===== src/rtl/distance_vector_route_table_assert.svh =====
// assertion macros shared by the route table modules
// no dependencies
`ifndef DISTANCE_VECTOR_ROUTE_TABLE_ASSERT_SVH
`define DISTANCE_VECTOR_ROUTE_TABLE_ASSERT_SVH
// implication checked on every clock edge outside reset
`define DVRT_ASSERT_IMP(label, ante, cons) \
  label: assert property (@(posedge clk) disable iff (rst) (ante) |-> (cons)) \
    else $error("dvrt assertion failed");
// implication with the consequent checked in the next cycle
`define DVRT_ASSERT_NEXT(label, ante, cons) \
  label: assert property (@(posedge clk) disable iff (rst) (ante) |=> (cons)) \
    else $error("dvrt assertion failed");
`endif


===== src/rtl/dvrt_pkg.sv =====
// types, constants and helpers for the distance-vector route table
// no dependencies
package dvrt_pkg;
  localparam int RouteEntries = 16;
  localparam int NbrEntries   = 8;
  localparam int DownLimit    = 3;
  localparam int RIdxW = $clog2(RouteEntries);
  localparam int NIdxW = $clog2(NbrEntries);
  localparam logic [26:0] INF_COST = 27'd99999999;
  localparam logic [1:0]  MISS_MAX = 2'd3;

  localparam logic [2:0] ACT_ADVERT = 3'd0;
  localparam logic [2:0] ACT_COST   = 3'd1;
  localparam logic [2:0] ACT_TICK   = 3'd2;
  localparam logic [2:0] ACT_LOOKUP = 3'd3;
  localparam logic [2:0] ACT_READ   = 3'd4;
  localparam logic [2:0] ACT_ADD    = 3'd5;

  localparam logic [2:0] ST_DONE   = 3'd0;
  localparam logic [2:0] ST_INVAL  = 3'd1;
  localparam logic [2:0] ST_FULL   = 3'd2;
  localparam logic [2:0] ST_UNREACH = 3'd3;
  localparam logic [2:0] ST_SELF   = 3'd4;

  typedef struct packed {
    logic [2:0]  action;
    logic [31:0] addr_a;
    logic [31:0] addr_b;
    logic [26:0] cost_in;
    logic [3:0]  entry_index;
  } dvrt_in_t;

  typedef struct packed {
    logic [2:0]  status;
    logic        changed;
    logic [31:0] next_hop;
    logic [31:0] entry_dest;
    logic [26:0] entry_cost;
    logic        entry_valid;
  } dvrt_out_t;

  // controller commands to the datapath
  typedef struct packed {
    logic load;       // latch input word
    logic rscan_clr;  // restart route scan
    logic rscan_step; // compare one route entry
    logic nscan_clr;
    logic nscan_step;
    logic rkey_b;     // route search key: 1 addr_b, 0 nbr/other address
    logic nkey_b;     // nbr search key: 1 addr_b, 0 addr_a
    logic tick_inc;   // age all neighbours
    logic tick_chk;   // down check for neighbour at scan index
    logic rd_route;   // read route at hit index
    logic rd_nbr;
    logic execute;    // apply action and form result
  } dvrt_cmd_t;

  typedef struct packed {
    logic rscan_done;
    logic nscan_done;
    logic nscan_end;  // all neighbours visited in tick
  } dvrt_sts_t;

  function automatic logic [26:0] sat_add(input logic [26:0] x, input logic [26:0] y);
    logic [27:0] s;
    s = {1'b0, x} + {1'b0, y};
    return (s > {1'b0, INF_COST}) ? INF_COST : s[26:0];
  endfunction
endpackage


===== src/rtl/dvrt_ram.sv =====
// generic single-port ram with registered read
// no dependencies
module dvrt_ram #(
  parameter int Width = 32,
  parameter int Depth = 16
) (
  input  logic                     clk,
  input  logic                     we,
  input  logic [$clog2(Depth)-1:0] addr,
  input  logic [Width-1:0]         wdata,
  output logic [Width-1:0]         rdata
);
  logic [Width-1:0] mem [Depth];
  always_ff @(posedge clk) begin
    if (we) begin
      mem[addr] <= wdata;
    end
    rdata <= mem[addr];
  end
endmodule


===== src/rtl/dvrt_ctrl.sv =====
// sequencer for the route table: scans, reads, apply step
// depends on dvrt_pkg and distance_vector_route_table_assert.svh
module dvrt_ctrl (
  input  logic               clk,
  input  logic               rst,
  input  logic               start,
  input  logic [2:0]         action,
  input  dvrt_pkg::dvrt_sts_t sts,
  output dvrt_pkg::dvrt_cmd_t cmd,
  output logic               busy
);
  import dvrt_pkg::*;
  `include "distance_vector_route_table_assert.svh"

  typedef enum logic [3:0] {
    S_IDLE, S_NSCAN, S_NSCAN2, S_RSCAN, S_RD, S_RDW, S_EXEC,
    S_TINC, S_TCHK_R, S_TCHK_RD, S_TCHK_RDW, S_TCHK, S_TNEXT
  } state_t;
  state_t state;
  logic [2:0] act;

  always_ff @(posedge clk) begin
    if (rst) begin
      state <= S_IDLE;
      act <= ACT_ADVERT;
    end else begin
      case (state)
        S_IDLE: if (start) begin
          act <= action;
          state <= (action == ACT_TICK) ? S_TINC : S_NSCAN;
        end
        S_NSCAN: if (sts.nscan_done) begin
          state <= (act == ACT_COST) ? S_NSCAN2 : S_RSCAN;
        end
        S_NSCAN2: if (sts.nscan_done) state <= S_RSCAN;
        S_RSCAN: if (sts.rscan_done) state <= S_RD;
        S_RD: state <= S_RDW;
        S_RDW: state <= S_EXEC;
        S_EXEC: state <= S_IDLE;
        // all neighbours age together in S_TINC
        S_TINC: state <= S_TCHK_R;
        S_TCHK_R: if (sts.nscan_end) state <= S_EXEC;
          else state <= S_TCHK_RD;
        S_TCHK_RD: if (sts.rscan_done) state <= S_TCHK_RDW;
        S_TCHK_RDW: state <= S_TCHK;
        S_TCHK: state <= S_TNEXT;
        S_TNEXT: state <= S_TCHK_R;
        default: state <= S_IDLE;
      endcase
    end
  end

  always_comb begin
    cmd = '0;
    cmd.load = (state == S_IDLE) && start;
    cmd.nscan_clr = cmd.load;
    cmd.rscan_clr = cmd.load;
    case (state)
      S_NSCAN: begin
        cmd.nscan_step = 1'b1;
        cmd.nkey_b = (act == ACT_COST);
        if (sts.nscan_done && act == ACT_COST) cmd.nscan_clr = 1'b1;
      end
      S_NSCAN2: cmd.nscan_step = 1'b1;
      S_RSCAN: begin
        cmd.rscan_step = 1'b1;
        cmd.rkey_b = (act == ACT_ADVERT);
      end
      // hold the read addresses so the data is still there at execute
      S_RD, S_RDW: begin
        cmd.rd_route = 1'b1;
        cmd.rd_nbr = 1'b1;
      end
      S_EXEC: cmd.execute = 1'b1;
      S_TINC: begin
        cmd.tick_inc = 1'b1;
        cmd.nscan_clr = 1'b1;
      end
      S_TCHK_R: begin
        cmd.rd_nbr = 1'b1;
        cmd.rscan_clr = 1'b1;
      end
      S_TCHK_RD: cmd.rscan_step = 1'b1;
      S_TCHK_RDW: cmd.rd_route = 1'b1;
      S_TCHK: cmd.tick_chk = 1'b1;
      S_TNEXT: cmd.nscan_step = 1'b1;
      default: ;
    endcase
  end

  assign busy = (state != S_IDLE);

  `DVRT_ASSERT_NEXT(a_start_busy, (state == S_IDLE) && start, busy)
  `DVRT_ASSERT_NEXT(a_exec_idle, cmd.execute, !busy)
  `DVRT_ASSERT_IMP(a_exec_once, cmd.execute, !cmd.load)
endmodule


===== src/rtl/dvrt_dp.sv =====
// datapath: route and neighbour stores, scan counters, update logic
// depends on dvrt_pkg, dvrt_ram and distance_vector_route_table_assert.svh
module dvrt_dp (
  input  logic                clk,
  input  logic                rst,
  input  dvrt_pkg::dvrt_in_t  in_word,
  input  logic [31:0]         own_address,
  input  dvrt_pkg::dvrt_cmd_t cmd,
  output dvrt_pkg::dvrt_sts_t sts,
  output logic                done,
  output dvrt_pkg::dvrt_out_t result
);
  import dvrt_pkg::*;
  `include "distance_vector_route_table_assert.svh"

  dvrt_in_t         req;
  logic [RIdxW:0]   route_count;
  logic [NIdxW:0]   nbr_count;
  logic [26:0]      cost;
  // route memory: dest, hop, cost
  localparam int RW = 32 + 32 + 27;
  localparam int NW = 32 + 27;
  logic             r_we;
  logic [RIdxW-1:0] r_addr;
  logic [RW-1:0]    r_wdata, r_rdata;
  logic             n_we;
  logic [NIdxW-1:0] n_addr;
  logic [NW-1:0]    n_wdata, n_rdata;
  // up and miss count in flops (small, aged in place)
  logic [NbrEntries-1:0] nbr_up;
  logic [1:0]       nbr_missed [NbrEntries];

  // scan state
  logic [RIdxW:0]   rptr;
  logic             rhit, rhit_next;
  logic [RIdxW-1:0] ridx;
  logic [NIdxW:0]   nptr;
  logic             nhit, nhit_a;
  logic [NIdxW-1:0] nidx;
  logic             other_b;  // cost change: other end is addr_b
  logic             cc_ok;
  logic             rkey_b_q;
  logic             rd_pend;  // route compare pending on registered data

  logic [31:0] r_dest, r_hop;
  logic [26:0] r_cost, n_link;
  logic [31:0] n_addr_q;
  assign r_dest = r_rdata[RW-1 -: 32];
  assign r_hop  = r_rdata[58:27];
  assign r_cost = r_rdata[26:0];
  assign n_addr_q = n_rdata[NW-1 -: 32];
  assign n_link   = n_rdata[26:0];

  logic [31:0] rkey;
  logic [31:0] other;
  always_comb begin
    other = other_b ? req.addr_b : req.addr_a;
    if (req.action == ACT_TICK) rkey = n_addr_q;
    // an advert about this router itself updates the sender's direct route
    else if (rkey_b_q && req.addr_b != own_address) rkey = req.addr_b;
    else if (req.action == ACT_COST) rkey = other;
    else rkey = req.addr_a;
  end

  // route scan: issue read at rptr, compare in the next cycle on the registered data
  logic r_scan_end;
  assign r_scan_end = (rptr >= route_count);
  assign sts.rscan_done = !rd_pend && (rhit || r_scan_end);
  assign sts.nscan_done = !rd_pend && (nhit || (nptr >= nbr_count));
  assign sts.nscan_end  = (nptr >= nbr_count);

  // read-entry result
  logic rd_ok;
  assign rd_ok = ({1'b0, req.entry_index} < (5)'(route_count));

  logic tick_chg;

  // execute-time decisions
  logic [31:0] e_hop;
  logic [26:0] e_cost;
  logic        e_rwe, e_rnew, e_nwe, e_nnew, e_chg;
  logic [2:0]  e_st;
  logic [26:0] total;
  dvrt_out_t   e_out;
  assign total = sat_add(cost, n_link);

  always_comb begin
    e_hop = r_hop; e_cost = r_cost; e_rwe = 1'b0; e_rnew = 1'b0;
    e_nwe = 1'b0; e_nnew = 1'b0; e_chg = 1'b0; e_st = ST_DONE;
    e_out = '0;
    case (req.action)
      ACT_ADVERT: begin
        if (!nhit) e_st = ST_INVAL;
        else if (req.addr_b == own_address) begin
          if (rhit && r_cost >= n_link) begin
            e_hop = req.addr_a; e_cost = n_link; e_rwe = 1'b1;
            e_chg = (r_hop != req.addr_a) || (r_cost != n_link);
          end
        end else if (!rhit) begin
          if (route_count >= (RIdxW+1)'(RouteEntries)) e_st = ST_FULL;
          else begin
            e_hop = req.addr_a; e_cost = total; e_rwe = 1'b1; e_rnew = 1'b1;
            e_chg = 1'b1;
          end
        end else if (r_hop == req.addr_a && r_cost != total) begin
          e_cost = total; e_rwe = 1'b1; e_chg = 1'b1;
        end else if (r_cost > total) begin
          e_hop = req.addr_a; e_cost = total; e_rwe = 1'b1;
          e_chg = (r_hop != req.addr_a) || (r_cost != total);
        end
      end
      ACT_COST: begin
        if (!cc_ok) e_st = ST_INVAL;
        else begin
          e_nwe = 1'b1;
          if (rhit) begin
            if (r_hop == other) begin
              e_cost = cost; e_rwe = 1'b1; e_chg = (r_cost != cost);
            end else if (r_cost >= cost) begin
              e_hop = other; e_cost = cost; e_rwe = 1'b1;
              e_chg = (r_hop != other) || (r_cost != cost);
            end
          end
        end
      end
      ACT_TICK: e_chg = tick_chg;
      ACT_LOOKUP: begin
        if (req.addr_a == own_address) e_st = ST_SELF;
        else if (!rhit || r_cost >= INF_COST) e_st = ST_UNREACH;
        else e_out.next_hop = r_hop;
      end
      ACT_READ: begin
        if (rd_ok) begin
          e_out.entry_valid = 1'b1;
          e_out.entry_dest = r_dest;
          e_out.next_hop = r_hop;
          e_out.entry_cost = r_cost;
        end
      end
      ACT_ADD: begin
        if (req.addr_a == own_address) e_st = ST_SELF;
        else if ((!nhit && nbr_count >= (NIdxW+1)'(NbrEntries)) ||
                 (!rhit && route_count >= (RIdxW+1)'(RouteEntries))) e_st = ST_FULL;
        else begin
          if (!rhit) begin
            e_hop = req.addr_a; e_cost = cost; e_rwe = 1'b1; e_rnew = 1'b1;
            e_chg = 1'b1;
          end else if (r_cost > cost) begin
            e_hop = req.addr_a; e_cost = cost; e_rwe = 1'b1;
            e_chg = (r_hop != req.addr_a) || (r_cost != cost);
          end
          e_nnew = !nhit;
          e_nwe = !nhit;
        end
      end
      default: e_st = ST_INVAL;
    endcase
    e_out.status = e_st;
    e_out.changed = e_chg;
  end

  // tick down check
  logic t_down;
  assign t_down = (nbr_missed[nidx] >= 2'(DownLimit));
  logic t_rw;
  assign t_rw = t_down && rhit && (r_hop == n_addr_q);

  // memory ports
  always_comb begin
    r_we = 1'b0; n_we = 1'b0;
    r_addr = rptr[RIdxW-1:0];
    n_addr = nptr[NIdxW-1:0];
    r_wdata = {r_dest, r_hop, r_cost};
    n_wdata = {n_addr_q, n_link};
    if (cmd.rd_route) r_addr = (req.action == ACT_READ) ? req.entry_index[RIdxW-1:0] : ridx;
    if (cmd.rd_nbr && req.action != ACT_TICK) n_addr = nidx;
    if (cmd.execute) begin
      r_addr = e_rnew ? route_count[RIdxW-1:0] : ridx;
      r_we = e_rwe;
      r_wdata = e_rnew ? {(req.action == ACT_ADVERT) ? req.addr_b : req.addr_a, e_hop, e_cost}
                       : {r_dest, e_hop, e_cost};
      n_addr = e_nnew ? nbr_count[NIdxW-1:0] : nidx;
      n_we = e_nwe;
      n_wdata = e_nnew ? {req.addr_a, cost} : {n_addr_q, cost};
    end
    if (cmd.tick_chk) begin
      r_addr = ridx;
      r_we = t_rw;
      r_wdata = {r_dest, r_hop, INF_COST};
    end
  end

  dvrt_ram #(.Width(RW), .Depth(RouteEntries)) u_rram (
    .clk(clk), .we(r_we), .addr(r_addr), .wdata(r_wdata), .rdata(r_rdata));
  dvrt_ram #(.Width(NW), .Depth(NbrEntries)) u_nram (
    .clk(clk), .we(n_we), .addr(n_addr), .wdata(n_wdata), .rdata(n_rdata));

  assign rhit_next = rd_pend && !rhit && (r_dest == rkey);

  always_ff @(posedge clk) begin
    if (rst) begin
      route_count <= '0;
      nbr_count <= '0;
      rptr <= '0; nptr <= '0;
      rhit <= 1'b0; nhit <= 1'b0; rd_pend <= 1'b0;
      done <= 1'b0; tick_chg <= 1'b0;
      nbr_up <= '0;
      for (int i = 0; i < NbrEntries; i++) nbr_missed[i] <= '0;
    end else begin
      done <= cmd.execute;
      if (cmd.load) begin
        req <= in_word;
        cost <= (in_word.cost_in > INF_COST) ? INF_COST : in_word.cost_in;
        other_b <= 1'b0; cc_ok <= 1'b0; tick_chg <= 1'b0;
      end
      // route scan
      if (cmd.rscan_clr) begin
        rptr <= '0; rhit <= 1'b0; rd_pend <= 1'b0;
      end else if (cmd.rscan_step) begin
        rkey_b_q <= cmd.rkey_b;
        if (rhit_next) begin
          rhit <= 1'b1; ridx <= rptr[RIdxW-1:0] - 1'b1; rd_pend <= 1'b0;
        end else if (!rhit && !r_scan_end) begin
          rptr <= rptr + 1'b1; rd_pend <= 1'b1;
        end else rd_pend <= 1'b0;
      end
      // neighbour scan (also walks the tick)
      if (cmd.nscan_clr) begin
        nptr <= '0; nhit <= 1'b0;
        if (cmd.nscan_step && !cmd.load) begin
          // first search of a cost change finished: choose the other end
          if (req.addr_a == own_address && req.addr_b != own_address &&
              (nhit || nhit_a)) begin
            other_b <= 1'b1; cc_ok <= 1'b1;
          end
        end
      end else if (cmd.nscan_step && req.action != ACT_TICK) begin
        if (!nhit && nptr < nbr_count) nptr <= nptr + 1'b1;
        if (nhit_a && !nhit) begin
          nhit <= 1'b1; nidx <= nptr[NIdxW-1:0] - 1'b1;
          if (req.action == ACT_COST && !cmd.nkey_b && !cc_ok && !other_b &&
              req.addr_b == own_address && req.addr_a != own_address) cc_ok <= 1'b1;
        end
      end else if (cmd.nscan_step) begin
        nptr <= nptr + 1'b1; nidx <= nptr[NIdxW-1:0] + 1'b1;
      end
      if (cmd.tick_inc) begin
        for (int i = 0; i < NbrEntries; i++)
          if ((NIdxW+1)'(i) < nbr_count && nbr_missed[i] < MISS_MAX)
            nbr_missed[i] <= nbr_missed[i] + 2'd1;
      end
      if (cmd.nscan_clr && req.action == ACT_TICK) nidx <= '0;
      if (cmd.tick_chk) begin
        if (t_down) nbr_up[nidx] <= 1'b0;
        if (t_rw && r_cost != INF_COST) tick_chg <= 1'b1;
      end
      if (cmd.execute) begin
        if (e_rnew) route_count <= route_count + 1'b1;
        if (e_nnew) begin
          nbr_count <= nbr_count + 1'b1;
          nbr_up[nbr_count[NIdxW-1:0]] <= 1'b1;
          nbr_missed[nbr_count[NIdxW-1:0]] <= '0;
        end
        if (req.action == ACT_ADVERT && nhit) begin
          nbr_up[nidx] <= 1'b1; nbr_missed[nidx] <= '0;
        end
        result <= e_out;
      end
    end
  end

  // neighbour compare uses registered read of the previous address
  logic nrd_pend;
  always_ff @(posedge clk) begin
    if (rst) nrd_pend <= 1'b0;
    else nrd_pend <= cmd.nscan_step && !cmd.nscan_clr && (nptr < nbr_count) && !nhit;
  end
  // cost change: first pass looks for addr_b, second for the chosen other end
  assign nhit_a = nrd_pend &&
    (n_addr_q == ((req.action == ACT_COST && (cmd.nkey_b || other_b)) ? req.addr_b :
                  req.addr_a));

  `DVRT_ASSERT_IMP(a_rcount, 1'b1, route_count <= (RIdxW+1)'(RouteEntries))
  `DVRT_ASSERT_IMP(a_ncount, 1'b1, nbr_count <= (NIdxW+1)'(NbrEntries))
  `DVRT_ASSERT_NEXT(a_done, cmd.execute, done)
endmodule


===== src/rtl/distance_vector_route_table.sv =====
// distance-vector route table: top level, apb register, result strobe
// depends on dvrt_pkg, dvrt_ctrl, dvrt_dp
//
// usage: hold start with a command word on cmd_word while busy is low; the
// word is taken at that edge and busy rises. the block scans its neighbour
// table (up to 8 entries, twice for a cost change) and route table (up to 16
// entries) one entry per cycle through single-port memories, then applies
// the update. a tick ages all neighbours together, then walks every
// neighbour and searches its direct route.
// one command at a time: busy is low again in the done cycle, so the next
// word can be taken at the edge that ends it.
// each result word shows on result for one cycle with done high; the
// receiver cannot stall and must take it then.
// own_address sits at apb address 0; write it only while busy is low.
// reset (rst, synchronous) empties both tables and clears own_address.
module distance_vector_route_table (
  input  logic               clk,
  input  logic               rst,
  input  logic               start,
  input  dvrt_pkg::dvrt_in_t cmd_word,
  output logic               busy,
  output logic               done,
  output dvrt_pkg::dvrt_out_t result,
  input  logic               psel,
  input  logic               penable,
  input  logic               pwrite,
  input  logic [1:0]         paddr,
  input  logic [31:0]        pwdata,
  output logic [31:0]        prdata,
  output logic               pready
);
  import dvrt_pkg::*;

  logic [31:0] own_address;
  dvrt_cmd_t   cmd;
  dvrt_sts_t   sts;

  assign pready = 1'b1;
  always_ff @(posedge clk) begin
    if (rst) own_address <= '0;
    else if (psel && penable && pwrite && paddr == 2'd0) own_address <= pwdata;
  end
  assign prdata = (paddr == 2'd0) ? own_address : 32'd0;

  dvrt_ctrl u_ctrl (
    .clk(clk), .rst(rst), .start(start), .action(cmd_word.action),
    .sts(sts), .cmd(cmd), .busy(busy));

  dvrt_dp u_dp (
    .clk(clk), .rst(rst), .in_word(cmd_word), .own_address(own_address),
    .cmd(cmd), .sts(sts), .done(done), .result(result));
endmodule


===== config.mk =====
export PLATFORM = sky130hd
export DESIGN_NAME = distance_vector_route_table
export DESIGN_NICKNAME = d
export VERILOG_FILES = /design/src/rtl/dvrt_pkg.sv /design/src/rtl/dvrt_ram.sv /design/src/rtl/dvrt_ctrl.sv /design/src/rtl/dvrt_dp.sv /design/src/rtl/distance_vector_route_table.sv
export VERILOG_INCLUDE_DIRS = /design/src /design/src/rtl
export SDC_FILE = /design/constraint.sdc
export NUM_CORES = 2
export LEC_CHECK = 0
export ABC_AREA = 1
export BUFFER_PORTS_ARGS = -buffer_cell sky130_fd_sc_hd__buf_2
export CAP_MARGIN = 20
export CORE_AREA = 2 2 408 612
export CTS_CLUSTER_SIZE = 40
export DETAILED_ROUTE_END_ITERATION = 8
export DIE_AREA = 0 0 410 614
export GPL_TIMING_DRIVEN = 0
export SLEW_MARGIN = 20
export SYNTH_ARGS = -nofsm -noshare
export SYNTH_HDL_FRONTEND = slang
export SYNTH_HIERARCHICAL = 1
export SYNTH_SLANG_ARGS = --single-unit

===== constraint.sdc =====
create_clock -name clk -period 8.5 [get_ports clk]
set_input_delay 0 -clock clk [delete_from_list [all_inputs] [get_ports clk]]
set_output_delay 0 -clock clk [all_outputs]
set_load 0.03 [all_outputs]

Word level (Yosys, flattened, before mapping)
Memories as Yosys holds them, arrays and structs flattened. A register that Yosys moved wholly into a read port is not among the register bits.
Cells that the tools add are included.
{ "totals": {"output_inout_bits": 131, "ff_bits": 267, "n_memories": 3, "mem_bits_rw": 1944, "wordCells": 445, "input_bits": 138} }
{ "mem_list": {"columns": ["memory", "depth", "word_bits", "rd", "rd_ports_with_merged_regs", "wr", "line", "rtl"], "rows": [
  ["u_dp.u_rram.mem", 16, 91, 1, 1, 1, "dvrt_ram.sv:13", "logic [Width-1:0] mem [Depth];"],
  ["u_dp.u_nram.mem", 8, 59, 1, 1, 1, "dvrt_ram.sv:13", null],
  ["u_dp.nbr_missed", 8, 2, 9, 1, 8, "dvrt_dp.sv:31", "logic [1:0] nbr_missed [NbrEntries];"]
]} }
{ "classes": {"eq_ne": 43, "bitwise": 11, "n_mux": 218, "n_addsub": 16, "n_lt_le_gt_ge": 30, "n_reduce_logical": 95} }
{ "op_table": {"columns": ["cell", "count"], "rows": [
  ["two-way mux 32 bit", 24],
  ["two-way mux 27 bit", 16],
  ["two-way mux 91 bit", 3],
  ["equality test 32 bit", 7],
  ["!= test 32 bit", 4],
  ["two-way mux 1 bit", 118],
  ["two-way mux 59 bit", 2],
  ["one-hot mux 32 bit (3 select lines)", 1],
  ["two-way mux 92 bit", 1],
  ["!= test 27 bit", 3],
  ["one-hot mux 27 bit (3 select lines)", 1],
  ["one-hot mux 32 bit (2 select lines)", 1],
  ["two-way mux 4 bit", 14],
  ["greater-or-equal comparator 27 bit", 2],
  ["> comparator 27 bit", 2],
  ["two-way mux 3 bit", 17],
  ["logical AND 1 bit", 45],
  ["one-hot mux 4 bit (11 select lines)", 1],
  ["adder 27 x 27 -> 28 bit", 1],
  ["> comparator 28 x 27 -> 1 bit (second input constant)", 1],
  ["greater-or-equal comparator 27 bit (second input constant)", 1],
  ["> comparator 27 bit (second input constant)", 1],
  ["!= test 27 bit (second input constant)", 1],
  ["two-way mux 2 bit", 13],
  ["48 further kinds", 133]
]} }

Longest topological paths before layout
{ "logic_depth": {"depth_word": 14, "ltp_mapped": 38, "depth_no_buf": 37} }

Cells and area by module
The synthesis kept the hierarchy.
{ "modules_own_cells": {"columns": ["module", "area_each_um2", "cells_per_inst", "n_inst"], "rows": [
  ["dvrt_ram at u_dp.u_rram", 62451.1, 5953, 1],
  ["dvrt_dp", 24459.7, 3702, 1],
  ["dvrt_ram at u_dp.u_nram", 21082.7, 1987, 1],
  ["distance_vector_route_table", 1686.6, 283, 1],
  ["dvrt_ctrl", 524.3, 87, 1]
]} }

Worst setup path after synthesis
OpenSTA, ideal clock, no wires.
{ "synth_path": {"kind": "register to register", "startpoint": "register u_dp.cost[0]", "endpoint": "memory u_dp/u_rram/mem[3][0] in the netlist's numbering (enable)", "t_required_ps": 7959, "arrival_ps": 8398, "slack_ps": -439, "path_buffers": 2, "setup_time_ps": 541, "path_stages_with_launch": 36, "path_cell_list": "edfxtp_1 -> ha_1 -> fa_1 -> nand2_1 -> nand2_1 -> o21ai_1 -> o21ai_0 -> nand2_1 -> nand2_1 -> nand2_1 -> nand2_1 -> nand2_1 -> nand2_1 -> nor2_1 -> nand2_1 -> nor2_1 -> nand3_2 -> buf_2 -> nand4_1 -> inv_1 -> ha_1 -> nand2_1 -> nor4_1 -> nand3_1 -> nand3_1 -> nand2_1 -> nand3_1 -> nand2_1 -> nand2_2 -> buf_2 -> nand3_1 -> nand2_1 -> nand2_1 -> nand2_1 -> nand3_1 -> nor2_1"} }
{ "synth_via": {"elab_chain_cells": 14, "elab_cells_between_ends": 26} }
{ "synth_lines": {"columns": ["item", "line", "rtl"], "rows": [
  ["from (decl)", "dvrt_dp.sv:19", "logic [26:0] cost;"],
  ["from (signal assigned)", "dvrt_dp.sv:213", "cost <= (in_word.cost_in > INF_COST) ? INF_COST : in_word.cost_in;"],
  ["adder 27 x 27 -> 28 bit", "dvrt_pkg.sv:66", "s = {1'b0, x} + {1'b0, y};"],
  ["> comparator 28 x 27 -> 1 bit", "dvrt_pkg.sv:67", "return (s > {1'b0, INF_COST}) ? INF_COST : s[26:0];"],
  ["two-way mux 27 bit", "dvrt_pkg.sv:67", null],
  ["> comparator 27 bit / != test 27 bit (equally long branches)", "dvrt_dp.sv:107, dvrt_dp.sv:105", null],
  ["two-way mux 1 bit / logical AND 1 bit (equally long branches)", "dvrt_dp.sv:107, dvrt_dp.sv:105", null],
  ["two-way mux 1 bit", "dvrt_dp.sv:105", "end else if (r_hop == req.addr_a && r_cost != total) begin"],
  ["two-way mux 1 bit", "dvrt_dp.sv:99", "end else if (!rhit) begin"],
  ["two-way mux 1 bit", "dvrt_dp.sv:94", "else if (req.addr_b == own_address) begin"],
  ["two-way mux 1 bit", "dvrt_dp.sv:93", "if (!nhit) e_st = ST_INVAL;"],
  ["one-hot mux 1 bit (3 select lines) (*)", "dvrt_dp.sv:91", "case (req.action)"],
  ["two-way mux 1 bit (*)", "dvrt_dp.sv:177", "if (cmd.execute) begin"],
  ["two-way mux 1 bit (*)", "dvrt_dp.sv:186", "if (cmd.tick_chk) begin"],
  ["via u_dp.r_we", "dvrt_dp.sv:23", "logic r_we;"],
  ["two-way mux 1 bit (*)", "dvrt_ram.sv:15", "if (we) begin"],
  ["two-way mux 1 bit (not written as such) (*)", "dvrt_ram.sv:16", "mem[addr] <= wdata;"],
  ["to (decl)", "dvrt_ram.sv:13", null]
]} }
Mark *: on every way through the listed nets, which the timed path passes. The rest lies on a longest branch.

Worst setup path in the final report
{ "layout_path": {"startpoint": "register u_dp.cost[0]", "endpoint": "memory u_dp/u_rram/mem[7][51] in the netlist's numbering (enable)"} }
Same word-level chain as after synthesis.

==> flow_summary.json <==
{
  "hold_viol_final": 0,
  "synth_edf_count": 2132,
  "grt_overflow": 0,
  "clk_latency_ns": 0.93,
  "drc": 0,
  "drt_first_pass_iters": 6,
  "path_common_cell": "nand2_1",
  "cp-end-kind": "register",
  "pin_count": 269,
  "ys_warn_count": 6,
  "start_util_pct": 44.6,
  "r2r_start": "u_dp/cost[0]$_SDFFCE_PN1P_",
  "grt_use_total_pct": 32.7,
  "maxCapViolCount": 0,
  "hp-class": "in -> reg",
  "leakage_nw": 55.3,
  "cts_tree": "done",
  "cts.clk_slew.worst_paths_ns": 0.07,
  "vias": 87600,
  "cellPowerDensity_mw_per_mm2": 298,
  "ys_seq_elements": 2364,
  "post-route-period-util_pct": 96.3,
  "synthArstFlopShare_pct": 0,
  "regToRegSetupSlack_ns": 0.32,
  "slew_violations": 0,
  "die-area_mm2": 0.252,
  "start_kind": "register",
  "r2r-end": "u_dp/u_rram/mem[7][51]$_DFFE_PP_",
  "nNetsFinal": 13300,
  "worstPathMaxFanout": 23,
  "rr_worst_depth": 40,
  "drt_iter0_drc": 8040,
  "period_needed_ns": 8.18,
  "die_w_um": 410,
  "vias_per_cell": 5.31,
  "syn_inst": 12000,
  "min_to": "u_dp/cost[3]$_SDFFCE_PN1P_",
  "io_buffers": 267,
  "numCtsBuffers": 225,
  "fmax_mhz": 122,
  "cts.sinks": 2364,
  "ir_drop_mv": 0.224,
  "first_global_vias": 84800,
  "rows": 224,
  "tightest_slew_ns": 1.24,
  "status": "complete, no violations",
  "crit_arrival_ns": 8.76,
  "drive_above_1_share_pct": 9.91,
  "slew_headroom_pct": 17.5,
  "path_class": "reg -> reg",
  "dp_hpwl_um": 317000,
  "antenna_found_initial": 24,
  "synth_cell_types": 69,
  "synth_area_leaders": "edfxtp_1, nand2_1, dfxtp_1",
  "worstHoldStart": "cmd_word[7]",
  "yosysTopAreaCell": "edfxtp_1",
  "grt_start_max_net_pins": 31,
  "die_h_um": 614,
  "syn2layout_area_growth_pct": 17.9,
  "layout_commonest_cell": "nand2_1",
  "core-area_mm2": 0.247,
  "yosysSeqAreaShare_pct": 62.3,
  "clk_path_buf_depth": 4,
  "place_congestion": 1.02,
  "worst_slack_ns": 0.317,
  "cp_slowest_cell": "edfxtp_1",
  "routed_wl_um": 422000,
  "setup_viol": 0,
  "drt-wirelength-per-cell_um": 25.6,
  "cpPeakStageDelay_ns": 0.54,
  "htree_levels": 4,
  "min_path_cells": 3,
  "cts_root_buffer": "clkbuf_16",
  "synthFlopType": "edfxtp_1",
  "synth_nets": 12300,
  "dp_slack_ns": -0.218,
  "synth_top_area_share_pct": 58.1,
  "synth_area_per_cell_um2": 9.17,
  "holdWs_ns": 0.0516,
  "final_cell_mix": "nand2_1, edfxtp_1, inv_1",
  "finalClockSkew_ns": 0.0835,
  "syn_area_mm2": 0.110,
  "grt_pass1_wl_um": 592000,
  "ant_nets": 0,
  "cp.required_ns": 9.08
}
routing by layer:
| layer | up-vias | wire (µm) | track usage [%] |
|---|---|---|---|
| li1 | 40900 | - | - |
| met1 | 42100 | 157000 | 38.3 |
| met2 | 3606 | 209000 | 57.6 |
| met3 | 1060 | 25900 | 3.97 |
| met4 | 0 | 29600 | 19.6 |
| met5 | - | 0 | 0 |
cell families after synthesis:
| kind of cell | count (synthesis) | share of synthesized area, % |
|---|---|---|
| muxes | 1 | 0.00908 |
| other | 1 | 0.00340 |
| buffers and inverters | 1568 | 5.90 |
| and+or+nand+nor | 6950 | 24.6 |
| adders and majority gates | 137 | 1.57 |
| AOI/OAI and AO/OA | 861 | 4.56 |
| xor gates and xnor gates | 130 | 1.03 |
| DFF | 2364 | 62.3 |
cell usage after synthesis (34+ instances only):
master and n:
nand4_1 65, a221oi_1 38, inv_1 992, o211ai_1 83, a21boi_0 34, clkbuf_1 173
o21ai_0 352, buf_2 279, ha_1 135, nand2_1 5929, nor3_1 73, a21oi_1 222
o22ai_1 40, xnor2_1 46, edfxtp_1 2132, xor2_1 84, buf_4 49, nor2_1 429
buf_1 39, dfxtp_1 232, nand3_1 349
worst max-delay path: cells and delay by family (launching register included):
kind            cells  cell delay (ns)
flops               1             0.54
fa+ha+maj           3             1.02
simple gates       27             4.18
compound gates      3             0.60
buf+inv             7             1.49
sequential cells by signal, indices dropped and copies added, names as in the netlist, 3 cells and up, named ones only:
| name | cells |
|---|---|
| u_ctrl/act | 3 |
| u_dp/u_rram/rdata | 91 |
| own_address | 32 |
| u_dp/req | 71 |
| u_dp/u_nram/mem | 472 |
| u_dp/nbr_missed | 16 |
| u_dp/route_count | 5 |
| u_dp/nidx | 3 |
| u_dp/nbr_count | 4 |
| u_dp/nptr | 4 |
| u_dp/ridx | 4 |
| u_dp/u_nram/rdata | 59 |
| u_dp/u_rram/mem | 1456 |
| u_dp/rptr | 5 |
| u_ctrl/state | 4 |
| u_dp/result | 96 |
| u_dp/cost | 27 |
worst max-delay path by stage:
| stage | slack (ns) | end | from |
|---|---|---|---|
| after floorplan | -0.44 | u_dp/u_rram/mem[3][0]$_DFFE_PP_ | u_dp/cost[0]$_SDFFCE_PN1P_ |
| after global placement | -6.34 | u_dp/u_rram/mem[10][63]$_DFFE_PP_ | u_dp/cost[0]$_SDFFCE_PN1P_ |
| after detailed placement | -0.22 | u_dp/u_rram/mem[7][57]$_DFFE_PP_ | u_dp/cost[0]$_SDFFCE_PN1P_ |
| after CTS | 0.003 | u_dp/u_rram/mem[1][76]$_DFFE_PP_ | u_dp/cost[0]$_SDFFCE_PN1P_ |
| after global routing | -0.04 | u_dp/u_rram/mem[7][52]$_DFFE_PP_ | u_dp/cost[0]$_SDFFCE_PN1P_ |
| final | 0.32 | u_dp/u_rram/mem[7][51]$_DFFE_PP_ | u_dp/cost[0]$_SDFFCE_PN1P_ |
where the power goes:
| group | leakage (nW) | internal (mW) | switching, mW |
|---|---|---|---|
| Sequential | 21.2 | 14.6 | 1.15 |
| Combinational | 30.5 | 3.16 | 9.61 |
| Clock | 3.58 | 5.67 | 4.44 |
| Total | 55.3 | 23.5 | 15.2 |
layout make-up:
| class | count | area [µm²] |
|---|---|---|
| repair buffers | 791 | 7830 |
| flip-flops and latches | 2364 | 68700 |
| fillers | 22200 | 117000 |
| multi-input cells | 8080 | 35400 |
| clock inverters | 118 | 1160 |
| inverters | 1013 | 3800 |
| clock buffers | 292 | 6140 |
| well taps | 3277 | 4100 |
| plain buffers | 555 | 2700 |
| diodes | 19 | 47.5 |
metrics by stage:
step	setup TNS (ns)	cells	power, mW	utilization (%)	area [µm²]
after floorplan	-618.84	12000	22.3	-	110000
after global placement	-	15600	27.9	46.8	116000
after detailed placement	-20.41	15700	28.3	48.1	119000
after CTS	0	16500	38.5	52.5	130000
after global routing	-0.348	16500	40.3	52.6	130000
final	0	16500	38.7	52.6	130000
timing repair:
| action | in CTS | in global routing |
|---|---|---|
| resized for setup | 0 | 6 |
| hold buffers | 323 | 0 |
| pin swaps | 8 | 7 |
| setup buffers | 24 | 27 |
| setup endpoints to repair | 207 | 1408 |
| hold endpoints to repair | 153 | 0 |
(Power assumes the default switching activity.)
